### src/rtl/wals_pkg.sv
package wals_pkg;

  // Default configuration
  localparam int COORD_BITS  = 16;
  localparam int FRAC_BITS   = 16;
  localparam int QUEUE_DEPTH = 4;

  // Fixed port widths
  localparam int OUT_BITS = 16;
  localparam int COV_BITS = 8;

  // Operation codes
  localparam logic OP_START = 1'b0;
  localparam logic OP_STEP  = 1'b1;

  // Classified command flags, carried through the queue
  typedef struct packed {
    logic op;
    logic dir_neg;
    logic major_y;
    logic thick;
  } wals_flags_t;

  localparam int FLAGS_BITS = $bits(wals_flags_t);

  // Back-end status, watched at the top level
  typedef struct packed {
    logic busy;       // slope divider running
    logic active;     // a line has steps left
    logic load;       // pixel beat loaded into the output register
    logic load_last;  // that beat is the final step
  } wals_status_t;

endpackage

### src/rtl/wals_front.sv
module wals_front #(
  parameter int COORD_BITS = wals_pkg::COORD_BITS
) (
  input  logic                     operation,
  input  logic [15:0]              start_x,
  input  logic [15:0]              start_y,
  input  logic [15:0]              end_x,
  input  logic [15:0]              end_y,
  input  logic                     thick,
  output wals_pkg::wals_flags_t    flags,
  output logic [COORD_BITS-1:0]    first_x,
  output logic [COORD_BITS-1:0]    first_y,
  output logic [COORD_BITS-1:0]    major,
  output logic [COORD_BITS-1:0]    minor
);

  logic signed [COORD_BITS-1:0] sx, sy, ex, ey;
  logic signed [COORD_BITS:0]   diff_x, diff_y;
  logic        [COORD_BITS:0]   abs_x, abs_y;
  logic        [COORD_BITS-1:0] dx, dy;
  logic                         x_pos, x_neg, y_pos, y_neg;
  logic                         y_major, swap, dir_neg;

  // Only the low coordinate bits count, taken as signed
  assign sx = start_x[COORD_BITS-1:0];
  assign sy = start_y[COORD_BITS-1:0];
  assign ex = end_x[COORD_BITS-1:0];
  assign ey = end_y[COORD_BITS-1:0];

  // Deltas one bit wider so they never overflow
  assign diff_x = (COORD_BITS+1)'(ex) - (COORD_BITS+1)'(sx);
  assign diff_y = (COORD_BITS+1)'(ey) - (COORD_BITS+1)'(sy);

  assign x_neg = diff_x[COORD_BITS];
  assign y_neg = diff_y[COORD_BITS];
  assign x_pos = !x_neg && (diff_x != '0);
  assign y_pos = !y_neg && (diff_y != '0);

  assign abs_x = x_neg ? -diff_x : diff_x;
  assign abs_y = y_neg ? -diff_y : diff_y;
  assign dx    = abs_x[COORD_BITS-1:0];
  assign dy    = abs_y[COORD_BITS-1:0];

  // Axis choice, endpoint order and minor direction
  always_comb begin
    y_major = (dy >= dx);
    if (y_major) begin
      swap    = y_neg;
      dir_neg = swap ? x_pos : x_neg;
    end else begin
      swap    = x_pos;
      dir_neg = swap ? y_pos : y_neg;
    end
  end

  assign first_x = swap ? ex : sx;
  assign first_y = swap ? ey : sy;
  assign major   = y_major ? dy : dx;
  assign minor   = y_major ? dx : dy;

  assign flags.op      = operation;
  assign flags.dir_neg = dir_neg;
  assign flags.major_y = y_major;
  assign flags.thick   = thick;

endmodule

### src/rtl/wals_fifo.sv
module wals_fifo #(
  parameter int WIDTH = 8,
  parameter int DEPTH = wals_pkg::QUEUE_DEPTH
) (
  input  logic             clk,
  input  logic             rst_n,
  input  logic             push,
  input  logic [WIDTH-1:0] wdata,
  output logic             full,
  input  logic             pop,
  output logic [WIDTH-1:0] rdata,
  output logic             not_empty
);

  localparam int PTR_W = (DEPTH > 1) ? $clog2(DEPTH) : 1;
  localparam int CNT_W = $clog2(DEPTH + 1);

  logic [WIDTH-1:0] mem_r [DEPTH];
  logic [PTR_W-1:0] wr_ptr_r, wr_ptr_nxt;
  logic [PTR_W-1:0] rd_ptr_r, rd_ptr_nxt;
  logic [CNT_W-1:0] count_r, count_nxt;
  logic             do_push, do_pop;

  assign full      = (count_r == CNT_W'(DEPTH));
  assign not_empty = (count_r != '0);
  assign do_push   = push && !full;
  assign do_pop    = pop && not_empty;
  assign rdata     = mem_r[rd_ptr_r];

  // Pointer wrap and occupancy
  always_comb begin
    wr_ptr_nxt = wr_ptr_r;
    rd_ptr_nxt = rd_ptr_r;
    count_nxt  = count_r;
    if (do_push) begin
      wr_ptr_nxt = (wr_ptr_r == PTR_W'(DEPTH-1)) ? '0 : wr_ptr_r + PTR_W'(1);
    end
    if (do_pop) begin
      rd_ptr_nxt = (rd_ptr_r == PTR_W'(DEPTH-1)) ? '0 : rd_ptr_r + PTR_W'(1);
    end
    if (do_push && !do_pop) begin
      count_nxt = count_r + CNT_W'(1);
    end else if (do_pop && !do_push) begin
      count_nxt = count_r - CNT_W'(1);
    end
  end

  always_ff @(posedge clk) begin
    if (!rst_n) begin
      wr_ptr_r <= '0;
      rd_ptr_r <= '0;
      count_r  <= '0;
    end else begin
      wr_ptr_r <= wr_ptr_nxt;
      rd_ptr_r <= rd_ptr_nxt;
      count_r  <= count_nxt;
    end
  end

  // Storage
  always_ff @(posedge clk) begin
    if (do_push) begin
      mem_r[wr_ptr_r] <= wdata;
    end
  end

endmodule

### src/rtl/wals_back.sv
module wals_back #(
  parameter int COORD_BITS = wals_pkg::COORD_BITS,
  parameter int FRAC_BITS  = wals_pkg::FRAC_BITS
) (
  input  logic                   clk,
  input  logic                   rst_n,
  input  logic                   head_valid,
  input  wals_pkg::wals_flags_t  head_flags,
  input  logic [COORD_BITS-1:0]  head_x,
  input  logic [COORD_BITS-1:0]  head_y,
  input  logic [COORD_BITS-1:0]  head_major,
  input  logic [COORD_BITS-1:0]  head_minor,
  output logic                   pop,
  output logic                   out_valid,
  input  logic                   out_ready,
  output logic [15:0]            out_pixel_x,
  output logic [15:0]            out_pixel_y,
  output logic [15:0]            out_pair_x,
  output logic [15:0]            out_pair_y,
  output logic [7:0]             out_coverage,
  output logic                   out_minor_negative,
  output logic                   out_y_major,
  output logic                   out_thick_out,
  output logic                   out_last,
  output wals_pkg::wals_status_t status
);

  localparam int CNT_W = $clog2(FRAC_BITS + 2);

  // Line state
  logic [COORD_BITS-1:0] cur_x_r, cur_y_r, steps_r;
  logic [FRAC_BITS-1:0]  accum_r;
  logic [FRAC_BITS:0]    slope_r;
  logic                  dir_r, major_y_r, thick_r;
  logic                  active_r, busy_r;

  // Slope divider
  logic [COORD_BITS:0]   rem_r, rem_sub, rem_nxt;
  logic [FRAC_BITS:0]    quot_r, quot_nxt;
  logic [CNT_W-1:0]      cnt_r;
  logic                  rem_ge, div_done;

  // Output register
  logic                  out_valid_r;
  logic [COORD_BITS-1:0] px_r, py_r, qx_r, qy_r;
  logic [7:0]            cov_r;
  logic                  dir_out_r, major_y_out_r, thick_out_r, last_r;

  // Step datapath
  logic [FRAC_BITS+1:0]  sum;
  logic [FRAC_BITS-1:0]  acc_nxt;
  logic                  carry;
  logic [COORD_BITS-1:0] step_x, step_y, pair_x, pair_y, steps_dec;
  logic                  step_last;

  logic                  can_load, is_step, do_step, do_start;

  function automatic logic [COORD_BITS-1:0] move_minor(input logic [COORD_BITS-1:0] c,
                                                      input logic neg);
    return neg ? c - COORD_BITS'(1) : c + COORD_BITS'(1);
  endfunction

  // Queue head dispatch
  assign can_load = !out_valid_r || out_ready;
  assign is_step  = (head_flags.op == wals_pkg::OP_STEP);
  assign pop      = head_valid && !busy_r && (!is_step || !active_r || can_load);
  assign do_step  = pop && is_step && active_r;
  assign do_start = pop && !is_step;

  // One restoring division step per cycle
  assign rem_ge   = (rem_r >= {1'b0, steps_r});
  assign rem_sub  = rem_ge ? rem_r - {1'b0, steps_r} : rem_r;
  assign rem_nxt  = {rem_sub[COORD_BITS-1:0], 1'b0};
  assign quot_nxt = {quot_r[FRAC_BITS-1:0], rem_ge};
  assign div_done = (cnt_r == CNT_W'(1));

  // Accumulator and pixel advance
  assign sum     = {2'b00, accum_r} + {1'b0, slope_r};
  assign carry   = |sum[FRAC_BITS+1:FRAC_BITS];
  assign acc_nxt = sum[FRAC_BITS-1:0];

  always_comb begin
    if (major_y_r) begin
      step_x = carry ? move_minor(cur_x_r, dir_r) : cur_x_r;
      step_y = cur_y_r + COORD_BITS'(1);
      pair_x = move_minor(step_x, dir_r);
      pair_y = step_y;
    end else begin
      step_y = carry ? move_minor(cur_y_r, dir_r) : cur_y_r;
      step_x = cur_x_r - COORD_BITS'(1);
      pair_x = step_x;
      pair_y = move_minor(step_y, dir_r);
    end
  end

  assign steps_dec = steps_r - COORD_BITS'(1);
  assign step_last = (steps_r == COORD_BITS'(1));

  // Control state
  always_ff @(posedge clk) begin
    if (!rst_n) begin
      active_r    <= 1'b0;
      busy_r      <= 1'b0;
      out_valid_r <= 1'b0;
    end else begin
      if (do_start) begin
        active_r <= 1'b0;
        busy_r   <= (head_major != '0);
      end else if (busy_r && div_done) begin
        active_r <= 1'b1;
        busy_r   <= 1'b0;
      end else if (do_step) begin
        active_r <= !step_last;
      end
      if (do_step) begin
        out_valid_r <= 1'b1;
      end else if (out_ready) begin
        out_valid_r <= 1'b0;
      end
    end
  end

  // Line datapath
  always_ff @(posedge clk) begin
    if (do_start) begin
      cur_x_r   <= head_x;
      cur_y_r   <= head_y;
      accum_r   <= '0;
      steps_r   <= head_major;
      dir_r     <= head_flags.dir_neg;
      major_y_r <= head_flags.major_y;
      thick_r   <= head_flags.thick;
      slope_r   <= '0;
      rem_r     <= {1'b0, head_minor};
      quot_r    <= '0;
      cnt_r     <= CNT_W'(FRAC_BITS + 1);
    end else if (busy_r) begin
      rem_r  <= rem_nxt;
      quot_r <= quot_nxt;
      cnt_r  <= cnt_r - CNT_W'(1);
      if (div_done) begin
        slope_r <= quot_nxt;
      end
    end else if (do_step) begin
      cur_x_r <= step_x;
      cur_y_r <= step_y;
      accum_r <= acc_nxt;
      steps_r <= steps_dec;
    end
  end

  // Output beat payload
  always_ff @(posedge clk) begin
    if (do_step) begin
      px_r          <= step_x;
      py_r          <= step_y;
      qx_r          <= pair_x;
      qy_r          <= pair_y;
      cov_r         <= acc_nxt[FRAC_BITS-1 -: 8];
      dir_out_r     <= dir_r;
      major_y_out_r <= major_y_r;
      thick_out_r   <= thick_r;
      last_r        <= step_last;
    end
  end

  assign out_valid          = out_valid_r;
  assign out_pixel_x        = 16'($signed(px_r));
  assign out_pixel_y        = 16'($signed(py_r));
  assign out_pair_x         = 16'($signed(qx_r));
  assign out_pair_y         = 16'($signed(qy_r));
  assign out_coverage       = cov_r;
  assign out_minor_negative = dir_out_r;
  assign out_y_major        = major_y_out_r;
  assign out_thick_out      = thick_out_r;
  assign out_last           = last_r;

  assign status.busy      = busy_r;
  assign status.active    = active_r;
  assign status.load      = do_step;
  assign status.load_last = do_step && step_last;

endmodule

### src/rtl/wu_antialiased_line_stepper.sv
// Antialiased line stepper. A start beat (operation 0) loads two endpoints and
// the width flag and gives no result; each step beat (operation 1) gives one
// pixel beat while a line is active and is dropped otherwise. Input beats are
// classified and queued (QUEUE_DEPTH entries), so the input keeps taking beats
// while the back end works or the output is stalled, until the queue fills. Step
// beats leave at one per cycle while the divider is idle and the output takes
// them. A start with a non-zero length occupies the back end while the bit-serial
// slope divider runs; steps queued behind it wait for the divider. A zero-length
// line yields no steps.
module wu_antialiased_line_stepper #(
  parameter int COORD_BITS  = wals_pkg::COORD_BITS,
  parameter int FRAC_BITS   = wals_pkg::FRAC_BITS,
  parameter int QUEUE_DEPTH = wals_pkg::QUEUE_DEPTH
) (
  input  logic        clk,
  input  logic        rst_n,
  input  logic        in_valid,
  output logic        in_ready,
  input  logic        in_operation,
  input  logic [15:0] in_start_x,
  input  logic [15:0] in_start_y,
  input  logic [15:0] in_end_x,
  input  logic [15:0] in_end_y,
  input  logic        in_thick,
  output logic        out_valid,
  input  logic        out_ready,
  output logic [15:0] out_pixel_x,
  output logic [15:0] out_pixel_y,
  output logic [15:0] out_pair_x,
  output logic [15:0] out_pair_y,
  output logic [7:0]  out_coverage,
  output logic        out_minor_negative,
  output logic        out_y_major,
  output logic        out_thick_out,
  output logic        out_last
);

  localparam int FLAGS_W = wals_pkg::FLAGS_BITS;
  localparam int ENTRY_W = FLAGS_W + 4 * COORD_BITS;

  wals_pkg::wals_flags_t  front_flags, head_flags;
  wals_pkg::wals_status_t st;
  logic [COORD_BITS-1:0]  front_x, front_y, front_major, front_minor;
  logic [COORD_BITS-1:0]  head_x, head_y, head_major, head_minor;
  logic [ENTRY_W-1:0]     wdata, rdata;
  logic                   full, head_valid, pop;

  // Classify the incoming beat
  wals_front #(
    .COORD_BITS(COORD_BITS)
  ) u_front (
    .operation(in_operation),
    .start_x  (in_start_x),
    .start_y  (in_start_y),
    .end_x    (in_end_x),
    .end_y    (in_end_y),
    .thick    (in_thick),
    .flags    (front_flags),
    .first_x  (front_x),
    .first_y  (front_y),
    .major    (front_major),
    .minor    (front_minor)
  );

  assign in_ready = !full;
  assign wdata    = {front_flags, front_x, front_y, front_major, front_minor};

  // Command queue between front and back
  wals_fifo #(
    .WIDTH(ENTRY_W),
    .DEPTH(QUEUE_DEPTH)
  ) u_queue (
    .clk      (clk),
    .rst_n    (rst_n),
    .push     (in_valid),
    .wdata    (wdata),
    .full     (full),
    .pop      (pop),
    .rdata    (rdata),
    .not_empty(head_valid)
  );

  assign head_flags = rdata[ENTRY_W-1 -: FLAGS_W];
  assign head_x     = rdata[4*COORD_BITS-1 -: COORD_BITS];
  assign head_y     = rdata[3*COORD_BITS-1 -: COORD_BITS];
  assign head_major = rdata[2*COORD_BITS-1 -: COORD_BITS];
  assign head_minor = rdata[COORD_BITS-1:0];

  // Divider and pixel stepper
  wals_back #(
    .COORD_BITS(COORD_BITS),
    .FRAC_BITS (FRAC_BITS)
  ) u_back (
    .clk               (clk),
    .rst_n             (rst_n),
    .head_valid        (head_valid),
    .head_flags        (head_flags),
    .head_x            (head_x),
    .head_y            (head_y),
    .head_major        (head_major),
    .head_minor        (head_minor),
    .pop               (pop),
    .out_valid         (out_valid),
    .out_ready         (out_ready),
    .out_pixel_x       (out_pixel_x),
    .out_pixel_y       (out_pixel_y),
    .out_pair_x        (out_pair_x),
    .out_pair_y        (out_pair_y),
    .out_coverage      (out_coverage),
    .out_minor_negative(out_minor_negative),
    .out_y_major       (out_y_major),
    .out_thick_out     (out_thick_out),
    .out_last          (out_last),
    .status            (st)
  );

  // No pixel leaves while the slope is still being divided
  a_no_step_while_dividing : assert property (@(posedge clk) disable iff (!rst_n)
    st.busy |-> !st.load)
    else $error("pixel beat produced during slope division");

  // The final step closes the line
  a_last_ends_line : assert property (@(posedge clk) disable iff (!rst_n)
    st.load_last |=> !st.active)
    else $error("line still active after its last step");

  // Divider completion opens the line
  a_div_opens_line : assert property (@(posedge clk) disable iff (!rst_n)
    $fell(st.busy) |-> st.active)
    else $error("division finished without an active line");

  // A loaded beat shows up on the output next cycle
  a_load_shows : assert property (@(posedge clk) disable iff (!rst_n)
    st.load |=> out_valid)
    else $error("loaded pixel beat not presented");

endmodule

### config.mk
export PLATFORM = sky130hd
export DESIGN_NAME = wu_antialiased_line_stepper
export DESIGN_NICKNAME = d
export VERILOG_FILES = /design/src/rtl/wals_pkg.sv /design/src/rtl/wals_front.sv /design/src/rtl/wals_fifo.sv /design/src/rtl/wals_back.sv /design/src/rtl/wu_antialiased_line_stepper.sv
export SDC_FILE = /design/constraint.sdc
export NUM_CORES = 1
export LEC_CHECK = 0
export BUFFER_PORTS_ARGS = -buffer_cell sky130_fd_sc_hd__buf_2
export CAP_MARGIN = 20
export CORE_MARGIN = 2
export CORE_UTILIZATION = 56
export CTS_CLUSTER_SIZE = 28
export DETAILED_ROUTE_END_ITERATION = 10
export GPL_TIMING_DRIVEN = 0
export PLACE_DENSITY = 0.78
export RECOVER_POWER = 100
export SLEW_MARGIN = 5
export SYNTH_ARGS = -nofsm -noshare
export SYNTH_HDL_FRONTEND = slang
export SYNTH_SLANG_ARGS = --single-unit
### constraint.sdc
create_clock -name clk -period 6.35 [get_ports clk]
set_input_delay 1.27 -clock clk [delete_from_list [all_inputs] [get_ports clk]]
set_output_delay 1.27 -clock clk [all_outputs]
set_load 0.01 [all_outputs]
==> results of run 1 <==
[power groups by stage]
| stage | combinational, mW | clock [mW] | sequential, mW |
|---|---|---|---|
| 2_1_floorplan | 5.25 | 0 | 4.95 |
| 3_3_place_gp | 6.99 | 0 | 5.03 |
| 3_5_place_dp | 7.22 | 0 | 5.05 |
| 4_1_cts | 7.35 | 2.94 | 4.99 |
| 5_1_grt | 8.22 | 3.06 | 5.04 |
| 6_report | 7.55 | 2.90 | 4.99 |
[registers in the layout (all words and copies together) (netlist names), 2 cells and up, named ones only]
name                 flops
u_queue.wr_ptr_r         2
u_back.steps_r          16
u_queue.count_r          3
u_back.cnt_r             5
u_queue.rd_ptr_r         2
u_queue.mem_r          272
u_back.cur_y_r          16
u_back.out_pair_y       16
u_back.rem_r            17
u_back.quot_r           16
u_back.out_coverage      8
u_back.out_pixel_x      16
u_back.out_pixel_y      16
u_back.cur_x_r          16
u_back.slope_r          17
u_back.accum_r          16
u_back.out_pair_x       16
[cell usage after synthesis (7+ instances only)]
master,n
o311ai_0,9
nand2b_1,16
or2_2,9
a31oi_1,11
o21ai_1,12
nor2b_1,26
buf_2,11
nor3_1,38
o22ai_1,11
fa_1,7
or3_1,12
a211oi_1,8
o21a_1,16
o21ai_0,95
nand2_1,240
nor2_1,149
and2_1,8
buf_1,18
ha_1,124
mux4_2,68
a22o_1,16
edfxtp_1,415
xnor2_1,93
nand3b_1,7
nand4_1,16
nor4_1,10
and3_1,26
xor2_1,74
a21oi_1,140
mux2i_1,56
o31ai_1,12
nand3_1,45
dfxtp_1,67
a21o_1,32
mux2_2,45
a21boi_0,13
clkbuf_1,68
inv_1,121
[layout make-up]
class / instances / area, um2 / share of cell area
inverter: 122 / 457.9 / 0.01546
clock inverter: 34 / 382.9 / 0.01293
antenna: 1 / 2.502 / 0.00008448
sequential: 482 / 13800 / 0.4660
clock buffer: 53 / 1230 / 0.04152
buffer: 101 / 436.7 / 0.01474
timing repair buffer: 161 / 714.4 / 0.02412
tap: 607 / 759.5 / 0.02564
multi-input combinational: 1542 / 11830 / 0.3995
[metal layers]
| metal | up-vias | GRT usage | part of all wire |
|---|---|---|---|
| met4 | 0 | 0.1138 | 0.042 |
| li1 | 8724 | - | - |
| met3 | 142 | 0.04577 | 0.074 |
| met1 | 8931 | 0.3663 | 0.41 |
| met5 | - | 0 | 0 |
| met2 | 749 | 0.4434 | 0.47 |
[worst max-delay path, delay by kind of cell]
kind / cells / cell delay [ps]
AO/OA/AOI/OAI: 8 / 1690
XOR/XNOR: 1 / 180
adder cells (fa/ha/maj): 3 / 900
buffers and inverters: 4 / 500
multiplexers: 1 / 360
AND/OR/NAND/NOR: 7 / 1670
[how the worst max path moves through the flow]
stage	to	slack, ps	cells past startpoint
finish	u_queue.mem_r[0][38]	90	24
global route	u_queue.mem_r[2][32]	-90	25
CTS	u_queue.mem_r[1][55]	1	24
detailed placement	u_queue.mem_r[2][27]	-1570	23
global placement	u_queue.mem_r[0][27]	-1550	23
floorplan	u_queue.mem_r[0][24]	0.9	23
[cell families (layout without fill, tap and decap cells)]
logic type	after synthesis	after routing	synth area share
AO/OA/AOI/OAI	441	441	0.1077
XOR/XNOR	168	168	0.05630
adder cells (fa/ha/maj)	131	131	0.06440
buffers and inverters	223	471	0.03310
flip-flops	482	482	0.5255
multiplexers	169	169	0.09893
other	0	1	0
AND/OR/NAND/NOR	633	633	0.1140
[through the flow]
step           power [mW]  setup WS, ps  cell area [um2]  hold WS (ps)  utilization
2_1_floorplan       10.20        0.8917            26270         400.3            -
3_5_place_dp        12.27         -1568            27950         454.8       0.6016
6_report            15.44         86.65            29620         461.5       0.6376
5_1_grt             16.33        -92.14            29620         483.2       0.6375
4_1_cts             15.29         1.491            29640         462.9       0.6379
3_3_place_gp        12.02         -1547            27760         447.7       0.5975
[timing repair]
| item | in CTS | in global routing |
|---|---|---|
| resized for setup | 19 | 50 |
| setup endpoints to repair | 244 | 252 |
| setup buffers | 1 | 6 |
| pin swaps | 2 | 2 |
==> key figures, run 1 <==
STA
  • Crit path time final: 6263 ps
  • Setup_tns: 0 ps
  • Max Freq: 0.1597 GHz
  • Clock Skew: 19.60 ps
  • Final Max Tran Viols: 300
  • Final Hold Fails: 0
  • Tcrit/Tclk final: 0.9864
  • Final setup viols: 0
  • RSZ-0062 raised after global routing: true
  • Slew @ Worst Pin: 2797 ps
  • Worst rel slew slack: -0.8649

Floorplan
  • Top-Level Pins: 148
  • Die X: around 220 um
  • Site row count: 79
  • Core ar.: 46460 um2
  • Full die area: 48660 um2
  • Height of the die: around 220 um
  • Starting Density: 0.5654

Setup path
  • CP max-delay cell: or3b_4
  • Reg2Reg Setup Slack: 470 ps
  • Worst path cell trace: buf_2 > ha_1 > fa_2 > nor2b_1 > o21ai_1 > a21oi_2 > nor2_2 > or3_1 > nor3_2 > or3b_4 > or2_1 > o31ai_4 > xnor2_2 > inv_1 > ha_1 > a21o_1 > a21o_1 > a21oi_1 > o21ai_0 > or2_2 > clkbuf_1 > o31a_4 > buf_6 > mux2_2
  • Crit path largest cell delay: 410 ps
  • Worst-path fanout max: 10
  • Critical Path AT: ~6600 ps
  • RR Startpoint: u_back.slope_r[0]
  • Worst EP required: roughly 6700 ps
  • WS Path Type: in -> reg
  • Crit path launch type: primary input
  • Crit path capture type: register
  • Reg2reg path depth: 23
  • RR Endpoint: u_back.out_pair_x[14]
  • Start point of the critical path: in_start_y[0]

Clocking
  • Clk slew on worst S/H paths: ~60 ps
  • Root buf cell: clkbuf_16
  • # H-tree levels: 2
  • # clock sinks: 482
  • CTS tree: done
  • Longest Clk Path Bufs: 3
  • Clock Latency Late Sink: 590 ps
  • # hold bufs at CTS: 0
  • CTS Buf Count: between 40 and 50

Cells and area
  • Syn-to-layout area delta: 12.76%
  • Fill cells: around 3600
  • Commonest cells after routing, fill and taps aside: edfxtp_1, nand2_1, clkbuf_1
  • Cell Count, Final, Fillers Out: 3103
  • Layout Nets: 2659
  • Share of layout cells above drive strength 1: 0.1407
  • Commonest non-fill, non-tap cell in the layout: edfxtp_1

Outcome
  • Outcome: complete, but fails checks
  • Failing checks: capacitance limit, slew limit

Global routing
  • Vias in the first global route: around 18000
  • Gr usage total: 0.2730
  • Grt ovf: 0
  • Largest net degree at the start of global routing: just under 70
  • First-pass GRT wire length: 101000 um
  • Antenna violations before repair: 0

Pwr
  • Power density over the cells: 521.3 nW/um2
  • Power Internal: 9.307 mW
  • Clock power frac: 0.188
  • P_sw: 6.133 mW
  • Lkg Pwr: around 11 nW
  • Peak VDD IR: 0.2572 mV
  • Switching share of total power: 0.3972
  • Combinational cell fraction of total power: 0.489
  • Part of the power in registers: 0.323

Synth
  • Ys flop type: edfxtp_1
  • Area leader, netlist: edfxtp_1
  • Async SR Flop Fraction: 0
  • Cell Area, Synth: 26270 um2
  • Number of synthesized flops with an enable pin: 415
  • Mapped Cells: 2247
  • Synthesized Nets: 2448
  • Yosys top cell area share: 0.4744
  • Synth warn: 0
  • Top cells by area, synth: edfxtp_1, ha_1, mux4_2
  • Distinct cell type count after synthesis: 90
  • FF+latch count, synth: approximately 480
  • Register area share after synthesis: 0.5255
  • Avg Cell Area, Syn: around 12 um2

Placed design
  • Port Buf Inserts: 146
  • Placer congestion estimate: 0.9280
  • Placed insts: 3007
  • Detailed placement HPWL: 49180 um

Worst hold path
  • Min-delay worst type: reg -> reg
  • Hold Path Sink: u_back.slope_r[3]
  • Hold Path Stages: 2
  • Hold path startpoint: u_back.slope_r[3]

Flow run
  • Max cap viols: 7

Routing
  • Antenna viol nets, final: 0
  • Routed len/inst: 21.34 um
  • Drt total wl: about 66000 um
  • Drt drc: 0
  • Drt first pass iters: 6
  • Drt initial violations: 1875
  • Via count: 18550
  • Drt via density: approximately 6
No activity file was read; power rests on OpenSTA's default activity.
==> run 2: changes to the inputs <==
Settings changed: CORE_UTILIZATION 56 to 40, PLACE_DENSITY 0.78 to 0.57, SLEW_MARGIN 5 to 20.
Clock period 6.35 ns to 7.65 ns, I/O delays scaled along.
==> key figures, run 2 (same netlist as run 1, synthesis figures left out) <==
Outcome
  • Outcome: complete, but fails checks
  • Failing checks: capacitance limit, slew limit

Floorplan
  • Die X: 260.3 um (+18%)
  • Height of the die: 260.3 um (+18%)
  • Starting Density: 0.4060 (-0.1594)
  • Site row count: 93 (+18%)
  • Top-Level Pins: 148 (unchanged)
  • Core ar.: 64700 um2 (+39%)
  • Full die area: 67740 um2 (+39%)

Cells and area
  • Max reg flops: 272 (unchanged)
  • Area of the multi-input gates: 11580 um2 (-2.1%)
  • Syn-to-layout area delta: 12.62%
  • Post-route cell area: 29580 um2 (-0.13%)
  • Commonest non-fill, non-tap cell in the layout: edfxtp_1
  • Share of layout cells above drive strength 1: 0.1031 (-0.03755)
  • Cell Count, Final, Fillers Out: 3348 (+7.9%)
  • Largest registers: u_queue.mem_r x272, u_back.rem_r x17, u_back.slope_r x17
  • Largest Register: u_queue.mem_r
  • Register Area: 13800 um2 (unchanged)
  • Layout Nets: 2655 (-0.15%)
  • Final Util: 0.4572 (-0.1803)
  • Commonest cells after routing, fill and taps aside: edfxtp_1, nand2_1, clkbuf_1
  • Fill cells: 6016 (+69%)

Global routing
  • Vias in the first global route: 17680 (-2.3%)
  • Antenna violations before repair: 0 (unchanged)
  • Largest net degree at the start of global routing: 57 (-16%)
  • Grt ovf: 0 (unchanged)
  • Gr usage total: 0.2000 (-0.07301)
  • First-pass GRT wire length: 103500 um (+2.4%)

STA
  • Final Hold Fails: 0 (unchanged)
  • Max Freq: 0.1369 GHz
  • Final setup viols: 0 (unchanged)
  • Clock Skew: 24.38 ps (+4.784 ps)
  • Tcrit/Tclk final: 0.9550
  • Worst rel slew slack: -1.007 (-0.1422)
  • Final Max Tran Viols: 334 (+11%)
  • Crit path time final: roughly 7300 ps
  • Slew @ Worst Pin: 3011 ps (+213.4 ps)
  • RSZ-0062 raised after global routing: false

Placed design
  • Placed insts: 3256 (+8.3%)
  • Placer congestion estimate: 0.8871 (-4.4%)
  • Area after DPL: 28280 um2 (+1.2%)
  • Port Buf Inserts: 146 (unchanged)
  • Detailed placement HPWL: 51880 um (+5.5%)

Clocking
  • CTS tree: done
  • Clk slew on worst S/H paths: 60 ps (about the same)
  • Root buf cell: clkbuf_16
  • # H-tree levels: 2 (unchanged)
  • Longest Clk Path Bufs: 3 (unchanged)
  • # clock sinks: 482 (unchanged)
  • CTS Buf Count: 51 (+6.3%)
  • Clock Latency Late Sink: 600 ps (about the same)

Setup path
  • CP top delay family: simple AND/OR/NAND/NOR gates
  • Crit path launch type: primary input
  • Worst EP required: 7970 ps (+1310 ps)
  • WS Path Type: in -> reg
  • Critical Path AT: 7620 ps (+1050 ps)
  • Buffers & Inverters on Critical Path: 5 (+1)
  • Worst path cell trace: buf_2 > ha_1 > fa_1 > nor2b_1 > o21ai_1 > a21oi_1 > nor2_1 > or3_1 > nor3_1 > or3b_1 > or2_0 > o31ai_1 > xnor2_1 > inv_1 > ha_1 > nand4_1 > or3_1 > a21oi_1 > or2_2 > clkbuf_1 > clkbuf_1 > clkbuf_2 > mux2i_1
  • CP max-delay cell: mux2i_1
  • Reg2Reg Setup Slack: 1190 ps (+720 ps)
  • Crit path capture type: register
  • Crit path largest cell delay: 600 ps (+190 ps)
  • Worst-path fanout max: 13 (+3)

Routing
  • Drt via density: 5.358 (-10%)
  • Routed len/inst: 20.35 um (-4.6%)
  • Via count: 17940 (-3.3%)
  • Drt first pass iters: 5 (-1)
  • Drt initial violations: 1350 (-28%)
  • Drt total wl: 68150 um (+2.9%)
  • Antenna viol nets, final: 0 (unchanged)
  • Drt drc: 0 (unchanged)

Pwr
  • Peak VDD IR: 0.1693 mV (-34%)
  • Lkg Pwr: 10.81 nW (-1.2%)
  • Power density over the cells: 426.2 nW/um2 (-18%)

Worst hold path
  • Min-delay worst type: reg -> reg

Flow run
  • Max cap viols: 9 (+2)
==> run 2: what timing repair did <==
action / in CTS / in global routing
resized for setup: 1 / 4
hold endpoints to repair: 0 / 0
endpoints found under the setup margin: 8 / 28
hold buffers: 0 / 0
buffers inserted: 0 / 0
==> run 2: final timing paths <==
path              depth (start not counted)                     to               from
hold reg to reg                           2      u_back.slope_r[8]  u_back.slope_r[8]
setup / recovery                         23   u_queue.mem_r[1][29]      in_start_y[0]
hold / removal                            2      u_back.slope_r[8]  u_back.slope_r[8]
setup reg to reg                         23  u_back.out_pair_x[14]  u_back.slope_r[0]
==> run 2: layout make-up <==
type,instances,share of cell area
diodes,1,0.00008459
plain buffers,101,0.01353
clock buffers,61,0.04513
clock inverters,30,0.009094
inverters,122,0.01548
multi-input cells,1542,0.3916
flip-flops and latches,482,0.4666
well taps,855,0.03616
repair buffers,154,0.02229
==> run 2: stage by stage <==
stage                     setup TNS [ps]  total power, mW  worst slack (ps)  hold WS, ps
after detailed placement          -28190            10.34            -656.4        456.9
final                                  0            12.61             344.5        461.6
after floorplan                        0            8.465              1016        400.3
after global placement            -26860            10.21            -620.6        447.3
after global routing                   0            13.41             6.796        484.6
after CTS                              0            12.75             225.1        464.3
==> run 2: tightest hold or removal path, delay by kind of cell (launching register included) <==
family / cells / cell delay (ps)
AO/OA/AOI/OAI: 1 / 50
flip-flops: 1 / 310
AND/OR/NAND/NOR: 1 / 50
==> run 2: layer usage <==
metal / vias up / track usage / share of wire
met5: - / 0 / 0
met4: 0 / 0.05698 / 0.022
met3: 72 / 0.02525 / 0.046
met2: 428 / 0.3325 / 0.47
met1: 8711 / 0.2753 / 0.46
li1: 8726 / - / -
==> run 2: power breakdown <==
| part | internal (mW) | leakage (nW) | switching (mW) |
|---|---|---|---|
| clock | 1.38 | 0.775 | 1.00 |
| combinational | 2.26 | 5.70 | 3.83 |
| sequential | 3.91 | 4.34 | 0.229 |
| total | 7.55 | 10.8 | 5.06 |
